$ cat config.mk
export PLATFORM = sky130hd
export DESIGN_NAME = fastcgi_name_value_parser_core
export DESIGN_NICKNAME = d
export VERILOG_FILES = /design/src/rtl/core/fcgi_nv_pkg.sv /design/src/rtl/core/fastcgi_name_value_parser_core.sv
export SDC_FILE = /design/constraint.sdc
export NUM_CORES = 1
export LEC_CHECK = 0
export ABC_AREA = 1
export BUFFER_PORTS_ARGS = -buffer_cell sky130_fd_sc_hd__buf_2
export CORE_MARGIN = 8
export CORE_UTILIZATION = 55
export CTS_BUF_LIST = sky130_fd_sc_hd__clkbuf_4 sky130_fd_sc_hd__clkbuf_8 sky130_fd_sc_hd__clkbuf_16
export DETAILED_ROUTE_END_ITERATION = 7
export MAX_ROUTING_LAYER = met4
export PLACE_DENSITY = 0.69
export SLEW_MARGIN = 20
export SYNTH_ARGS = -nofsm -noshare
export SYNTH_HDL_FRONTEND = slang
export SYNTH_SLANG_ARGS = --single-unit
$ cat constraint.sdc
create_clock -name clk -period 5.06 [get_ports clk]
set_input_delay 1.012 -clock clk [delete_from_list [all_inputs] [get_ports clk]]
set_output_delay 1.012 -clock clk [all_outputs]
set_load 0.005 [all_outputs]
$ cat src/rtl/core/fcgi_nv_pkg.sv
// ----------------------------------------------------------------------------
// FastCGI name-value parser package
// Shared types and constants for the name-value pair parser.
// ----------------------------------------------------------------------------
`default_nettype none

package fcgi_nv_pkg;

	// Default width of an assembled key or value length
	localparam int LENGTH_BITS_DEF = 31;

	// Length encoding: top bit selects the four-byte form
	localparam logic [7:0] LEN_LONG_FLAG = 8'h80;
	localparam logic [7:0] LEN_LOW_MASK  = 8'h7f;

	// Input command
	localparam logic CMD_DATA = 1'b0;
	localparam logic CMD_EOS  = 1'b1;

	// Parser phase
	typedef enum logic [1:0] {
		PH_KLEN = 2'd0,
		PH_VLEN = 2'd1,
		PH_KEY  = 2'd2,
		PH_VAL  = 2'd3
	} phase_t;

	// Result kind
	typedef enum logic [2:0] {
		K_KEY   = 3'd0,
		K_VAL   = 3'd1,
		K_EMPTY = 3'd2,
		K_DONE  = 3'd3,
		K_TRUNC = 3'd4
	} kind_t;

endpackage

`default_nettype wire

$ cat src/rtl/core/fastcgi_name_value_parser_core.sv
// ----------------------------------------------------------------------------
// FastCGI name-value parser core
// Splits FastCGI parameter-record body bytes into tagged key and value bytes.
// ----------------------------------------------------------------------------
// The result of an input transfer is registered and reaches the master side in the next cycle.
// Throughput: one byte per cycle while the result side keeps up; the state
// update and the result register load happen in the same cycle. A result held
// in the output register by a stalled master side holds off the next input.
// Reset: arst_n clears the phase, length counters and output valid at once.
`default_nettype none

module fastcgi_name_value_parser_core #(
	parameter int LENGTH_BITS = fcgi_nv_pkg::LENGTH_BITS_DEF
) (
	input  wire logic        clk,
	input  wire logic        arst_n,
	// Input stream
	input  wire logic        s_axis_tvalid,
	output logic             s_axis_tready,
	input  wire logic [7:0]  s_axis_tdata,   // [7:0] data_byte
	input  wire logic        s_axis_tuser,   // [0] command
	// Result stream
	output logic             m_axis_tvalid,
	input  wire logic        m_axis_tready,
	output logic [15:0]      m_axis_tdata,   // [7:0] out_byte, [9:8] error_phase, rest 0
	output logic [3:0]       m_axis_tuser,   // [2:0] kind, [3] key_last
	output logic             m_axis_tlast    // pair_last
);

	import fcgi_nv_pkg::*;

	localparam logic [LENGTH_BITS-1:0] LEN_MAX = {LENGTH_BITS{1'b1}};
	localparam logic [LENGTH_BITS-1:0] LEN_ONE = LENGTH_BITS'(1);

	// State registers
	phase_t                 phase_q, phase_d;
	logic [1:0]             cnt_q, cnt_d;
	logic [LENGTH_BITS-1:0] key_len_q, key_len_d;
	logic [LENGTH_BITS-1:0] val_len_q, val_len_d;
	logic [LENGTH_BITS-1:0] rem_q, rem_d;

	// Output register
	logic       out_valid_q;
	kind_t      out_kind_q;
	logic [7:0] out_byte_q;
	logic       out_klast_q;
	logic       out_plast_q;
	logic [1:0] out_ephase_q;

	// Result of the current byte
	logic       res_valid;
	kind_t      res_kind;
	logic [7:0] res_byte;
	logic       res_klast;
	logic       res_plast;
	logic [1:0] res_ephase;

	logic       in_xfer;
	logic       cmd;
	logic [7:0] din;

	// Length assembly
	logic [LENGTH_BITS-1:0] len_src;
	logic [LENGTH_BITS+7:0] len_wide;
	logic [LENGTH_BITS-1:0] len_new;
	logic                   len_done;
	logic [1:0]             len_cnt;
	logic                   rem_last;

	assign s_axis_tready = !out_valid_q || m_axis_tready;
	assign in_xfer       = s_axis_tvalid && s_axis_tready;
	assign cmd           = s_axis_tuser;
	assign din           = s_axis_tdata;
	assign rem_last      = (rem_q <= LEN_ONE);

	// One length byte: short form, or one of four bytes with saturation
	always_comb begin
		len_src  = (phase_q == PH_KLEN) ? key_len_q : val_len_q;
		len_wide = {len_src, din};
		len_new  = len_src;
		len_done = 1'b0;
		len_cnt  = cnt_q;
		if (cnt_q == 2'd0) begin
			if ((din & LEN_LONG_FLAG) == 8'h00) begin
				len_new  = LENGTH_BITS'(din);
				len_done = 1'b1;
			end else begin
				len_new = LENGTH_BITS'(din & LEN_LOW_MASK);
				len_cnt = 2'd1;
			end
		end else begin
			len_new = (|len_wide[LENGTH_BITS+7:LENGTH_BITS]) ? LEN_MAX
				: len_wide[LENGTH_BITS-1:0];
			if (cnt_q == 2'd3) begin
				len_cnt  = 2'd0;
				len_done = 1'b1;
			end else begin
				len_cnt = cnt_q + 2'd1;
			end
		end
	end

	// Next state
	always_comb begin
		phase_d   = phase_q;
		cnt_d     = cnt_q;
		key_len_d = key_len_q;
		val_len_d = val_len_q;
		rem_d     = rem_q;
		if (cmd == CMD_EOS) begin
			phase_d   = PH_KLEN;
			cnt_d     = 2'd0;
			key_len_d = '0;
			val_len_d = '0;
			rem_d     = '0;
		end else begin
			unique case (phase_q)
				PH_KLEN: begin
					cnt_d     = len_cnt;
					key_len_d = len_new;
					if (len_done) phase_d = PH_VLEN;
				end
				PH_VLEN: begin
					cnt_d     = len_cnt;
					val_len_d = len_new;
					if (len_done) begin
						if (key_len_q != '0) begin
							phase_d = PH_KEY;
							rem_d   = key_len_q;
						end else if (len_new != '0) begin
							phase_d = PH_VAL;
							rem_d   = len_new;
						end else begin
							phase_d   = PH_KLEN;
							key_len_d = '0;
							val_len_d = '0;
							rem_d     = '0;
						end
					end
				end
				PH_KEY: begin
					if (!rem_last) begin
						rem_d = rem_q - LEN_ONE;
					end else if (val_len_q == '0) begin
						phase_d   = PH_KLEN;
						key_len_d = '0;
						rem_d     = '0;
					end else begin
						phase_d = PH_VAL;
						rem_d   = val_len_q;
					end
				end
				PH_VAL: begin
					if (!rem_last) begin
						rem_d = rem_q - LEN_ONE;
					end else begin
						phase_d   = PH_KLEN;
						key_len_d = '0;
						val_len_d = '0;
						rem_d     = '0;
					end
				end
				default: phase_d = PH_KLEN;
			endcase
		end
	end

	// Result of the current byte
	always_comb begin
		res_valid  = 1'b0;
		res_kind   = K_KEY;
		res_byte   = 8'h00;
		res_klast  = 1'b0;
		res_plast  = 1'b0;
		res_ephase = 2'd0;
		if (cmd == CMD_EOS) begin
			res_valid = 1'b1;
			if (phase_q == PH_KLEN && cnt_q == 2'd0) begin
				res_kind = K_DONE;
			end else begin
				res_kind   = K_TRUNC;
				res_ephase = phase_q;
			end
		end else begin
			unique case (phase_q)
				PH_KLEN: res_valid = 1'b0;
				PH_VLEN: begin
					if (len_done && key_len_q == '0 && len_new == '0) begin
						res_valid = 1'b1;
						res_kind  = K_EMPTY;
						res_plast = 1'b1;
					end
				end
				PH_KEY: begin
					res_valid = 1'b1;
					res_kind  = K_KEY;
					res_byte  = din;
					res_klast = rem_last;
					res_plast = rem_last && (val_len_q == '0);
				end
				PH_VAL: begin
					res_valid = 1'b1;
					res_kind  = K_VAL;
					res_byte  = din;
					res_plast = rem_last;
				end
				default: res_valid = 1'b0;
			endcase
		end
	end

	// Parser state
	always_ff @(posedge clk or negedge arst_n) begin
		if (!arst_n) begin
			phase_q   <= PH_KLEN;
			cnt_q     <= 2'd0;
			key_len_q <= '0;
			val_len_q <= '0;
			rem_q     <= '0;
		end else if (in_xfer) begin
			phase_q   <= phase_d;
			cnt_q     <= cnt_d;
			key_len_q <= key_len_d;
			val_len_q <= val_len_d;
			rem_q     <= rem_d;
		end
	end

	// Output valid
	always_ff @(posedge clk or negedge arst_n) begin
		if (!arst_n) begin
			out_valid_q <= 1'b0;
		end else if (in_xfer) begin
			out_valid_q <= res_valid;
		end else if (m_axis_tready) begin
			out_valid_q <= 1'b0;
		end
	end

	// Output payload
	always_ff @(posedge clk) begin
		if (in_xfer && res_valid) begin
			out_kind_q   <= res_kind;
			out_byte_q   <= res_byte;
			out_klast_q  <= res_klast;
			out_plast_q  <= res_plast;
			out_ephase_q <= res_ephase;
		end
	end

	assign m_axis_tvalid = out_valid_q;
	assign m_axis_tdata  = {6'b0, out_ephase_q, out_byte_q};
	assign m_axis_tuser  = {out_klast_q, out_kind_q};
	assign m_axis_tlast  = out_plast_q;

endmodule

`default_nettype wire
# Yosys cells after proc, flatten, opt, wreduce, memory -nomap -nowiden

Cells that the tools add are included.
Widths: inputs -> output; s select.

$add $sub $neg: 2
Multiply operators: 0
Div/mod/pow operators: 0
Order comparisons: 1
Equality and inequality tests: 12
Shift operators: 0
Mux-type cells: 51
Bitwise gates (word level): 3
Reductions and logical operators: 31

Operators by type and width:

| kind                  | count |
|---|---|
| $mux 31               | 20 |
| $pmux 31 s4           | 1 |
| $logic_not 31->1      | 3 |
| $pmux 31 s3           | 1 |
| $pmux 31 s2           | 1 |
| $reduce_bool 31->1    | 2 |
| $le 31x1->1 const B   | 1 |
| $sub 31x1->31 const B | 1 |
| $mux 2                | 14 |
| $ne 3x3->1 const B    | 8 |
| $reduce_or 2->1       | 5 |
| $reduce_and 3->1      | 3 |
| $logic_not 8->1       | 1 |
| $mux 8                | 1 |
| $pmux 2 s4            | 1 |
| $reduce_or 8->1       | 1 |
| $mux 1                | 7 |
| $reduce_and 7->1      | 1 |
| $eq 2x2->1 const B    | 3 |
| $logic_and 1x1->1     | 6 |
| $mux 3                | 2 |
| $pmux 1 s3            | 2 |
| $reduce_and 5->1      | 1 |
| $logic_not 2->1       | 2 |
| other kinds (9)       | 12 |

Register bits after elaboration: 113
Latch bits: 0
RAM bits: 0
Memory bits (read-only): 0
Output and inout bits: 23
Memories kept: 0

# Logic depth before layout (Yosys ltp)

Gate-level depths: netlist of the first run.

Word-level depth: 11
Gate-level depth with buffers: 16
Gate-level depth less buffers: 16

# Least setup slack after synthesis of the first run

No wires, ideal clock.

Kind: input to register
Start: in s_axis_tdata[2]
End: reg out_plast_q, in the netlist m_axis_tlast (enable)
Setup time: 0.359 ns
Arrival: 2.229 ns
Required time: 4.701 ns
Slack: 2.473 ns
Cell stages on the path: 13
Path through: nor2_1 -> nand3_1 -> nor2_1 -> nand2_1 -> nor2_1 -> nand2_1 -> nor2_1 -> nand2_1 -> nor2_1 -> nand3_1 -> nand3_1 -> nand2_1 -> inv_1

Cells in the longest elaborated chain, start to end: 8
Elaborated cells between the ends (all ways): 9
Those cells by class: 6 x mux; 3 x reduce/logical

RTL lines:

| element                                  | RTL line                                                                   | source |
|---|---|---|
| from (decl)                              | fastcgi_name_value_parser_core.sv:20                                       | `input wire logic [7:0] s_axis_tdata,` |
| $mux 31 / $mux 8 (equally long branches) | fastcgi_name_value_parser_core.sv:92, fastcgi_name_value_parser_core.sv:84 |  |
| $mux 31 *                                | fastcgi_name_value_parser_core.sv:83                                       | `if (cnt_q == 2'd0) begin` |
| $logic_not 31->1 *                       | fastcgi_name_value_parser_core.sv:188                                      | `if (len_done && key_len_q == '0 && len_new == '0) begin` |
| $logic_and 1x1->1 *                      | fastcgi_name_value_parser_core.sv:188                                      |  |
| $mux 1 *                                 | fastcgi_name_value_parser_core.sv:188                                      |  |
| $pmux 1 s3 *                             | fastcgi_name_value_parser_core.sv:185                                      | `unique case (phase_q)` |
| $mux 1 *                                 | fastcgi_name_value_parser_core.sv:176                                      | `if (cmd == CMD_EOS) begin` |
| $logic_and 1x1->1 *                      | fastcgi_name_value_parser_core.sv:242                                      | `if (in_xfer && res_valid) begin` |
| to (signal assigned)                     | fastcgi_name_value_parser_core.sv:246                                      | `out_plast_q <= res_plast;` |
| to (decl)                                | fastcgi_name_value_parser_core.sv:47                                       | `logic out_plast_q;` |

Mark *: on every way between the ends. The rest lies on a longest branch, timed or not.
A chain may end at the register's enable or synchronous reset.

# Worst setup path in the final report of the first run

Start: reg phase_q[1]
End: reg out_byte_q[6] (enable)

Cells in the longest elaborated chain, start to end: 11
Elaborated cells between the ends (all ways): 15
Those cells by class: 3 x eq/ne; 6 x mux; 6 x reduce/logical

RTL lines:

| element                | RTL line                                                                    | source |
|---|---|---|
| from (decl)            | fastcgi_name_value_parser_core.sv:36                                        | `phase_t phase_q, phase_d;` |
| from (signal assigned) | fastcgi_name_value_parser_core.sv:221                                       | `phase_q <= phase_d;` |
| $logic_not 2->1        | fastcgi_name_value_parser_core.sv:78, fastcgi_name_value_parser_core.sv:185 |  |
| $mux 31                | fastcgi_name_value_parser_core.sv:78                                        | `len_src = (phase_q == PH_KLEN) ? key_len_q : val_len_q;` |
| $reduce_or 8->1        | fastcgi_name_value_parser_core.sv:92                                        | `len_new = (\|len_wide[LENGTH_BITS+7:LENGTH_BITS]) ? LEN_MAX` |
| $mux 31                | fastcgi_name_value_parser_core.sv:92                                        |  |
| $mux 31                | fastcgi_name_value_parser_core.sv:83                                        |  |
| $logic_not 31->1       | fastcgi_name_value_parser_core.sv:188                                       |  |
| $logic_and 1x1->1      | fastcgi_name_value_parser_core.sv:188                                       |  |
| $mux 1                 | fastcgi_name_value_parser_core.sv:188                                       |  |
| $pmux 1 s3 *           | fastcgi_name_value_parser_core.sv:185                                       |  |
| $mux 1 *               | fastcgi_name_value_parser_core.sv:176                                       |  |
| $logic_and 1x1->1 *    | fastcgi_name_value_parser_core.sv:242                                       |  |
| to (signal assigned)   | fastcgi_name_value_parser_core.sv:244                                       | `out_byte_q <= res_byte;` |
| to (decl)              | fastcgi_name_value_parser_core.sv:45                                        | `logic [7:0] out_byte_q;` |

Marks and branches as above.

==> results of run 1 <==
per-stage QoR:
stage                     worst slack (ns)    util  instances  hold slack (ns)
after global routing                 1.305  0.6069       1346           0.5239
after floorplan                      2.473       -       1167           0.4582
final                                1.625  0.6069       1346           0.4955
after detailed placement             1.694  0.5626       1314           0.4828
after global placement               1.767  0.5626       1314           0.4741
after CTS                            1.676  0.6065       1346           0.4965
critical path, cell delays in order, from the launching register on:
cell and delay (ns):
dfrtp_1 0.33, buf_4 0.36, inv_2 0.38, nand2_4 0.32
nand2_1 0.09, nand3_1 0.09, nand2_1 0.06, nor2_1 0.11
nand2_1 0.07, nor2_1 0.13, nand2_1 0.07, nor2_1 0.22
nand3_1 0.17, nand3_1 0.10, nand2_1 0.08, inv_1 0.45
kinds of logic after synthesis:
group / count (synthesis) / share of synthesized area
and+or+nand+nor: 706 / 0.3973
buffers and inverters: 195 / 0.1129
AOI/OAI and AO/OA: 123 / 0.08196
DFF: 113 / 0.3780
xor gates and xnor gates: 20 / 0.02281
adders and majority gates: 4 / 0.006518
other: 1 / 0.0004884
registers in the layout, indices dropped and copies added, names as in the netlist:
name	flops
rem_q	31
val_len_q	31
m_axis_tvalid	1
key_len_q	31
out_klast_q	1
m_axis_tlast	1
out_ephase_q	2
cnt_q	2
out_kind_q	3
out_byte_q	8
phase_q	2
placed cells by master, fill, tap and decap left out, types with 2 or more instances in the layout:
cell type,n
clkbuf_8,3
o21ai_1,34
bufinv_16,2
edfxtp_1,15
nor2_2,2
a31oi_1,3
nand4_1,12
buf_4,11
inv_1,113
nand3_2,3
nand2_2,4
nand2_1,375
nand2_4,2
buf_2,28
o21ai_0,42
dfrtp_1,98
clkinvlp_4,2
xor2_1,12
a21oi_1,40
nor2_4,5
nor2_1,113
clkinv_2,6
nand3b_1,2
clkbuf_16,18
nand3_1,167
xnor2_1,8
nor4_1,10
ha_1,4
conb_1,6
inv_2,9
o211ai_1,4
nor3_1,6
final timing paths:
kind	start	endpoint	slack [ns]	depth (start not counted)
worst max-delay path	phase_q[1]	out_byte_q[6]	1.63	15
worst min-delay path	key_len_q[11]	key_len_q[11]	0.50	2
worst max register to register	phase_q[1]	out_byte_q[6]	1.63	15
worst min register to register	key_len_q[11]	key_len_q[11]	0.50	2
max in group asynchronous	arst_n	val_len_q[11]	3.61	2
min in group asynchronous	arst_n	key_len_q[2]	0.62	1
metal layers:
metal / vias up / track usage / share of wire
li1: 3687 / - / -
met1: 3499 / 0.3868 / 0.48
met2: 348 / 0.3485 / 0.42
met3: 37 / 0.05086 / 0.080
met4: 0 / 0.08422 / 0.019
met5: - / - / 0
final cells by class:
type	instances	area (µm²)	area share
well taps	180	225.2	0.02694
flip-flops and latches	113	2903	0.3473
repair buffers	40	234.0	0.02799
clock inverters	10	105.1	0.01257
clock buffers	22	499.2	0.05972
multi-input cells	859	3935	0.4707
inverters	122	457.9	0.05478
==> impl_metrics.toml, run 1 <==
[run]
max-cap-violations = 0

[floorplanning]
initial_core_util = 0.5575
die_w_um = 134.2
die_h_um = 134.2
die_area_mm2 = 0.01800
coreArea_mm2 = 0.01377
io_pins = 36
rows = 43

[global_route]
grt_pass1_wl_um = 36320
grt_max_degree = 77
grtUsageTotal = 0.2617
antenna_found_initial = 0
grt_pass1_vias = 6809
grt_overflow_total = 0

[critical_path]
crit_type = "flop to flop"
start_kind = "flop"
cp_max_fo = 41
arrival_ns = 3.50
critPathCaptureType = "flop"
cp.required_ns = 5.12

[cells_and_area]
fin_area_mm2 = 0.008359
nFillCells = 1343
layout.nets = 1170
diodes = 0
syn2layout_area_growth_pct = 8.864
drive_above_1_share = 0.08662

[route]
wire_per_inst_um = 16.74
vias = 7571
firstDrtPassIters = 6
drc = 0
drt_iter0_markers = 1072
final_antenna_net_count = 0
via_per_inst = 5.625
drt-total-wl_um = 22530

[logic_synthesis]
syn-instance-count = 1162
syn-cell-area_mm2 = 0.007679
synthArstFlopShare = 0.8673
yosysWarnings = 0
synth_cell_types = 35
avgSynthCellArea_um2 = 6.608
yosys.area.top_type = "dfrtp_1"
synth-edff-count = 15
synth_seq_cells = 113
synth_top_area_share = 0.3194
synth.most_common_cell = "nand2_1"
synth.area.top_cells = "dfrtp_1 32%, nand2_1 18%, nand3_1 11%, edfxtp_1 5.9%, inv_1 5.5%"
ys.flop_type = "dfrtp_1"
seq_area_frac_synth = 0.3780
ys_top_cells_by_count = "376 x nand2_1, 167 x nand3_1, 113 x inv_1, 113 x nor2_1, 98 x dfrtp_1"

[sta]
finClkSkew_ns = 0.006289
maxSlewHeadroom = 0.5225
rsz0062_at_grt = "no"
layout_worst_path_cycle_share = 0.6788
clock.fmax_mhz = 291.2
hold_viol = 0
worst_slew_pin_slew_ns = 0.7163
finalSetupTns_ns = 0
report.final.slew_viol_count = 0
period_needed_ns = 3.435
setup_viol = 0

[placed_design]
io_buffer_count = 29
hpwl_um = 15830
gp_congestion = 1.014
place_area_mm2 = 0.007749

[clock_tree]
clk_latency_ns = 0.43
path_clk_slew_ns = 0.05
cts.htree.levels = 4
cts_tree = "done"
post_cts_buffers = 0
cts.repair.resized = 0
clockBufferDepth = 2
cts_sinks = 113
cts_inserted_buffers = 17
cts-root-buf = "clkbuf_16"
ctsHoldBuffers = 0

[outcome]
status = "complete, no violations"

[worst_hold_path]
min_path_type = "flop to flop"
Power of run 1 is left out: the tool's default activity adds up to more than one toggle a clock period on the data nets, which glitch-free logic cannot reach.
==> run 2: changes to the inputs <==
--- a/config.mk
+++ b/config.mk
@@ -5,7 +5,7 @@
 export SDC_FILE = /design/constraint.sdc
 export NUM_CORES = 1
 export LEC_CHECK = 0
-export ABC_AREA = 1
+export ABC_AREA = 0
 export BUFFER_PORTS_ARGS = -buffer_cell sky130_fd_sc_hd__buf_2
 export CORE_MARGIN = 8
 export CORE_UTILIZATION = 55
==> constraint.sdc (replaced) <==
create_clock -name clk -period 3.3 [get_ports clk]
set_input_delay 0.66 -clock clk [delete_from_list [all_inputs] [get_ports clk]]
set_output_delay 0.66 -clock clk [all_outputs]
set_load 0.005 [all_outputs]
==> run 2 against run 1 <==
  * Cell count is 30% lower
  * Clock-buffer cell count stayed put
  * Fmax is 12% higher
  * Largest cell class unchanged
  * Highest routed layer unchanged
==> impl_metrics.toml, run 2 <==
[outcome]
status = "complete, no violations"

[logic_synthesis]
yosys.area.top_type = "dfrtp_1"
seq_area_frac_synth = 0.4351
synth_cell_types = 65
synth-edff-count = 15
synth_seq_cells = 113
synth_top_area_share = 0.3676
avgSynthCellArea_um2 = 8.860
syn-instance-count = 753
ys.flop_type = "dfrtp_1"
yosysWarnings = 0
synth.area.top_cells = "dfrtp_1 37%, nand2_1 7.1%, edfxtp_1 6.8%, a22oi_1 3.4%, a22o_1 3.0%"
synth.most_common_cell = "nand2_1"
syn-cell-area_mm2 = 0.006671
synthArstFlopShare = 0.8673
ys_top_cells_by_count = "126 x nand2_1, 98 x dfrtp_1, 46 x clkbuf_1, 46 x nor2_1, 30 x a22oi_1"

[critical_path]
critPathCaptureType = "flop"
cp_max_fo = 37
cp.required_ns = 3.42
path_delay_family = "buffers and inverters"
critical_path.cell_chain = "inv_1 > ha_1 > buf_4 > inv_1 > a31oi_1 > o211ai_1 > o21ai_0 > and2_1 > buf_4"
critPathMaxStageDelay_ns = 0.41
critPathSlowestCell = "a31oi_1"
worst-path-buf-inv = 4
arrival_ns = 3.17
start_kind = "flop"
crit_type = "flop to flop"

[cells_and_area]
diodes = 0
layout.nets = 805
final_cell_mix = "126 x nand2_1, 98 x dfrtp_1, 46 x nor2_1, 46 x buf_4, 30 x a22oi_1"
drive_above_1_share = 0.1573
syn2layout_area_growth_pct = 16.30
layout_commonest_cell = "nand2_1"
biggestRegsByFlops = "key_len_q: 31 flops, rem_q: 31 flops, val_len_q: 31 flops"
finalNonFillerCells = 948

[route]
wire_per_inst_um = 25.48
drt-total-wl_um = 24150
via_per_inst = 7.178
drc = 0
vias = 6805
firstDrtPassIters = 7
drt_iter0_markers = 1204
final_antenna_net_count = 0

[floorplanning]
io_pins = 36
coreArea_mm2 = 0.01191
die_area_mm2 = 0.01591
die_w_um = 126.1
die_h_um = 126.1
rows = 40
initial_core_util = 0.5601

[clock_tree]
ctsHoldBuffers = 0
path_clk_slew_ns = 0.06
cts-root-buf = "clkbuf_16"
cts_inserted_buffers = 17
cts_tree = "done"
cts.repair.resized = 0
clk_latency_ns = 0.43
clockBufferDepth = 2
post_cts_buffers = 0
cts.htree.levels = 4
cts_sinks = 113

[global_route]
grtUsageTotal = 0.3140
grt_pass1_vias = 6379
antenna_found_initial = 0
grt_max_degree = 57
grt_pass1_wl_um = 37530
grt_overflow_total = 0

[sta]
layout_worst_path_cycle_share = 0.9261
worst_slew_pin_slew_ns = 1.048
finalSetupTns_ns = 0
report.final.slew_viol_count = 0
clock.fmax_mhz = 327.2
setup_viol = 0
period_needed_ns = 3.056
rsz0062_at_grt = "no"
finClkSkew_ns = 0.009255
maxSlewHeadroom = 0.2986
hold_viol = 0

[worst_hold_path]
min_path_type = "input pin to asynchronous set/reset pin"

[placed_design]
gp_congestion = 1.010
post-place-cells = 916
hpwl_um = 16910
io_buffer_count = 29

[run]
max-cap-violations = 0
-- run 2: changes by cell type in the layout (fill, tap and decap cells not counted), moves of 21 or more --
| cell | change |
|---|---|
| nor3_1 | +21 |
| buf_4 | +35 |
| inv_1 | -104 |
| a31oi_1 | +22 |
| nor2_1 | -67 |
| a22oi_1 | +30 |
| o21ai_1 | -34 |
| a22o_1 | +23 |
| nand3_1 | -154 |
| nand2_1 | -249 |
-- run 2: cells by family (layout without fill, tap and decap cells) --
group | count (synthesis) | count (layout) | synth area share
flops | 113 | 113 | 0.4351
compound gates | 245 | 245 | 0.2646
fa+ha+maj | 4 | 4 | 0.007502
other cells | 1 | 6 | 0.0005621
xor+xnor | 19 | 19 | 0.02494
buf+inv | 73 | 116 | 0.04745
mux | 2 | 2 | 0.003001
simple gates | 296 | 296 | 0.2168
-- run 2: worst paths after layout --
kind / startpoint / to / slack (ns) / cells after the start
worst max register to register: cnt_q[0] / out_ephase_q[0] / 0.24 / 9
max in group asynchronous: arst_n / val_len_q[0] / 2.22 / 2
worst min-delay path: arst_n / rem_q[3] / 0.31 / 1
worst max-delay path: cnt_q[0] / out_ephase_q[0] / 0.24 / 9
worst min register to register: rem_q[30] / rem_q[30] / 0.51 / 1
min in group clk: s_axis_tvalid / m_axis_tvalid / 0.50 / 2
-- run 2: area by class of cell --
type                       instances  area (µm²)
fill                             981        4153
tap                              147       183.9
inverter                          10       37.54
clock inverter                    10       118.9
multi-input combinational        572        3513
timing repair buffer              74       485.5
clock buffer                      22       516.7
sequential                       113        2903
-- run 2: per-stage QoR --
step	hold slack, ns	utilization	cell area (µm²)	worst slack [ns]
after floorplan	0.3644	-	6690	0.6584
after global placement	0.5018	0.5980	7123	0.3848
after detailed placement	0.4860	0.5980	7123	0.3275
after CTS	0.3255	0.6514	7759	0.3237
after global routing	0.3552	0.6514	7759	0.07939
final	0.3064	0.6514	7759	0.2438
-- run 2: routing by layer --
metal | wire length, µm | global-route usage | share of wire | vias up
met5 | 0 | - | 0 | -
met4 | 860 | 0.1189 | 0.036 | 0
met3 | 3136 | 0.07426 | 0.13 | 84
met2 | 10400 | 0.4420 | 0.43 | 529
met1 | 9752 | 0.4295 | 0.40 | 3291
li1 | - | - | - | 2901
-- run 2: worst reg2reg max path: cells and delay by family (launching register included) --
family          cells  cell delay (ns)
buf+inv             4             1.00
compound gates      3             0.98
flops               1             0.40
fa+ha+maj           1             0.19
simple gates        1             0.17
Power of run 2 is left out for the same reason.
==> run 3: changes to the inputs <==
--- a/config.mk
+++ b/config.mk
@@ -5,7 +5,7 @@
 export SDC_FILE = /design/constraint.sdc
 export NUM_CORES = 1
 export LEC_CHECK = 0
-export ABC_AREA = 0
+export ABC_AREA = 1
 export BUFFER_PORTS_ARGS = -buffer_cell sky130_fd_sc_hd__buf_2
 export CORE_MARGIN = 8
 export CORE_UTILIZATION = 55
==> constraint.sdc (replaced) <==
create_clock -name clk -period 2.95 [get_ports clk]
set_input_delay 0.59 -clock clk [delete_from_list [all_inputs] [get_ports clk]]
set_output_delay 0.59 -clock clk [all_outputs]
set_load 0.005 [all_outputs]
==> run 3 against run 2 <==
  * Die area rose by 13%
  * Worst setup slack got worse by 0.0025 ns
  * Final area rose by 9.3%
  * Register-to-register slack hardly changed
  * Flip-flop and latch count did not move
  * Routed wire length decreased by 3.3%
  * Clock skew increased by 0.0011 ns
  * Global-route usage fell by 4.1 points
  * Non-clock buffer count decreased by 23
  * Critical path type unchanged
  * Critical endpoint is now out_byte_q[7]
==> impl_metrics.toml, run 3 (synthesis results as in run 1) <==
[clock_tree]
cts.htree.levels = 4
post_cts_buffers = 0
clockBufferDepth = 2
ctsHoldBuffers = 0
cts-root-buf = "clkbuf_16"
cts.repair.resized = 0
cts_inserted_buffers = 17
cts_tree = "done"
cts_sinks = 113
clk_latency_ns = 0.43
path_clk_slew_ns = 0.06

[sta]
setup_viol = 0
rsz0062_at_grt = "no"
hold_ws_ns = 0.1471
clock.fmax_mhz = 369.2
period_needed_ns = 2.709
report.final.slew_viol_count = 0
hold_viol = 0
layout_worst_path_cycle_share = 0.9182
maxSlewHeadroom = 0.5543
finClkSkew_ns = 0.01037
worst_slew_pin_slew_ns = 0.6685
finalSetupTns_ns = 0

[critical_path]
crit_type = "flop to flop"
r2r_setup_slack_ns = 0.24
critPathCaptureType = "flop"
start_kind = "flop"
cp_max_fo = 31
r2r-start = "phase_q[0]"
r2r-end = "out_byte_q[7]"
cp.required_ns = 3.06
arrival_ns = 2.82
reg2reg_depth = 12

[route]
drt_iter0_markers = 860
drc = 0
via_per_inst = 5.569
wire_per_inst_um = 17.21
drt-total-wl_um = 23350
vias = 7557
firstDrtPassIters = 6
final_antenna_net_count = 0

[floorplanning]
initial_core_util = 0.5575
die_h_um = 134.2
rows = 43
coreArea_mm2 = 0.01377
io_pins = 36
die_w_um = 134.2
die_area_mm2 = 0.01800

[cells_and_area]
layout_commonest_cell = "nand2_1"
multi_input_area_mm2 = 0.003933
drive_above_1_share = 0.09346
syn2layout_area_growth_pct = 10.44
biggestRegsByFlops = "key_len_q: 31 flops, rem_q: 31 flops, val_len_q: 31 flops"
nFillCells = 1359
diodes = 0
ff_latch_area_mm2 = 0.002903
final_core_util = 0.6157
finalNonFillerCells = 1357
layout.nets = 1181
final_cell_mix = "376 x nand2_1, 167 x nand3_1, 113 x inv_1, 113 x nor2_1, 98 x dfrtp_1"

[placed_design]
post-place-cells = 1325
io_buffer_count = 29
gp_congestion = 0.9448
hpwl_um = 16670

[outcome]
status = "complete, no violations"

[run]
max-cap-violations = 0

[global_route]
grt_pass1_vias = 6864
antenna_found_initial = 0
grt_overflow_total = 0
grtUsageTotal = 0.2730
grt_pass1_wl_um = 37610
grt_max_degree = 63

[worst_hold_path]
min_path_type = "input pin to asynchronous set/reset pin"
## run 3: worst max-delay path, stage by stage (launching register included)
cell and delay [ns]:
dfrtp_1 0.52, nor2_8 0.42, nand2_1 0.12, o211ai_1 0.16, nand4_1 0.16, nor2_2 0.16
nand2_1 0.06, nor2_1 0.17, nand3_1 0.15, nand3_1 0.10, nand2_1 0.07, inv_1 0.05
buf_4 0.24
## run 3: layout make-up
| class | instances | area share |
|---|---|---|
| Clock inverter | 12 | 0.02228 |
| Multi-Input combinational cell | 859 | 0.4637 |
| Timing Repair Buffer | 51 | 0.03836 |
| Clock buffer | 20 | 0.05282 |
| Tap cell | 180 | 0.02656 |
| Inverter | 122 | 0.05400 |
| Sequential cell | 113 | 0.3423 |
## run 3: metrics by stage
stage / setup slack (ns) / area, µm²
4_1_cts: 0.2741 / 8481
5_1_grt: 0.01511 / 8481
3_3_place_gp: 0.3302 / 7844
3_5_place_dp: 0.2888 / 7844
6_report: 0.2413 / 8481
2_1_floorplan: 0.5670 / 7697
## run 3: how the worst max path moves through the flow
stage                     from            end  depth (start not counted)
floorplan             cnt_q[0]   m_axis_tlast                         15
global placement    phase_q[0]  out_byte_q[6]                         12
detailed placement  phase_q[0]  out_byte_q[4]                         14
CTS                 phase_q[0]  out_byte_q[7]                         14
global route        phase_q[0]  out_byte_q[7]                         14
finish              phase_q[0]  out_byte_q[7]                         12
## run 3: layer usage
metal,part of all wire,wire (µm),vias up,track usage
met4,0.019,452,0,0.07299
li1,-,-,3707,-
met3,0.090,2104,36,0.07405
met1,0.48,11130,3507,0.3962
met2,0.41,9664,307,0.3636
met5,0,0,-,-
Power of run 3 is left out for the same reason.
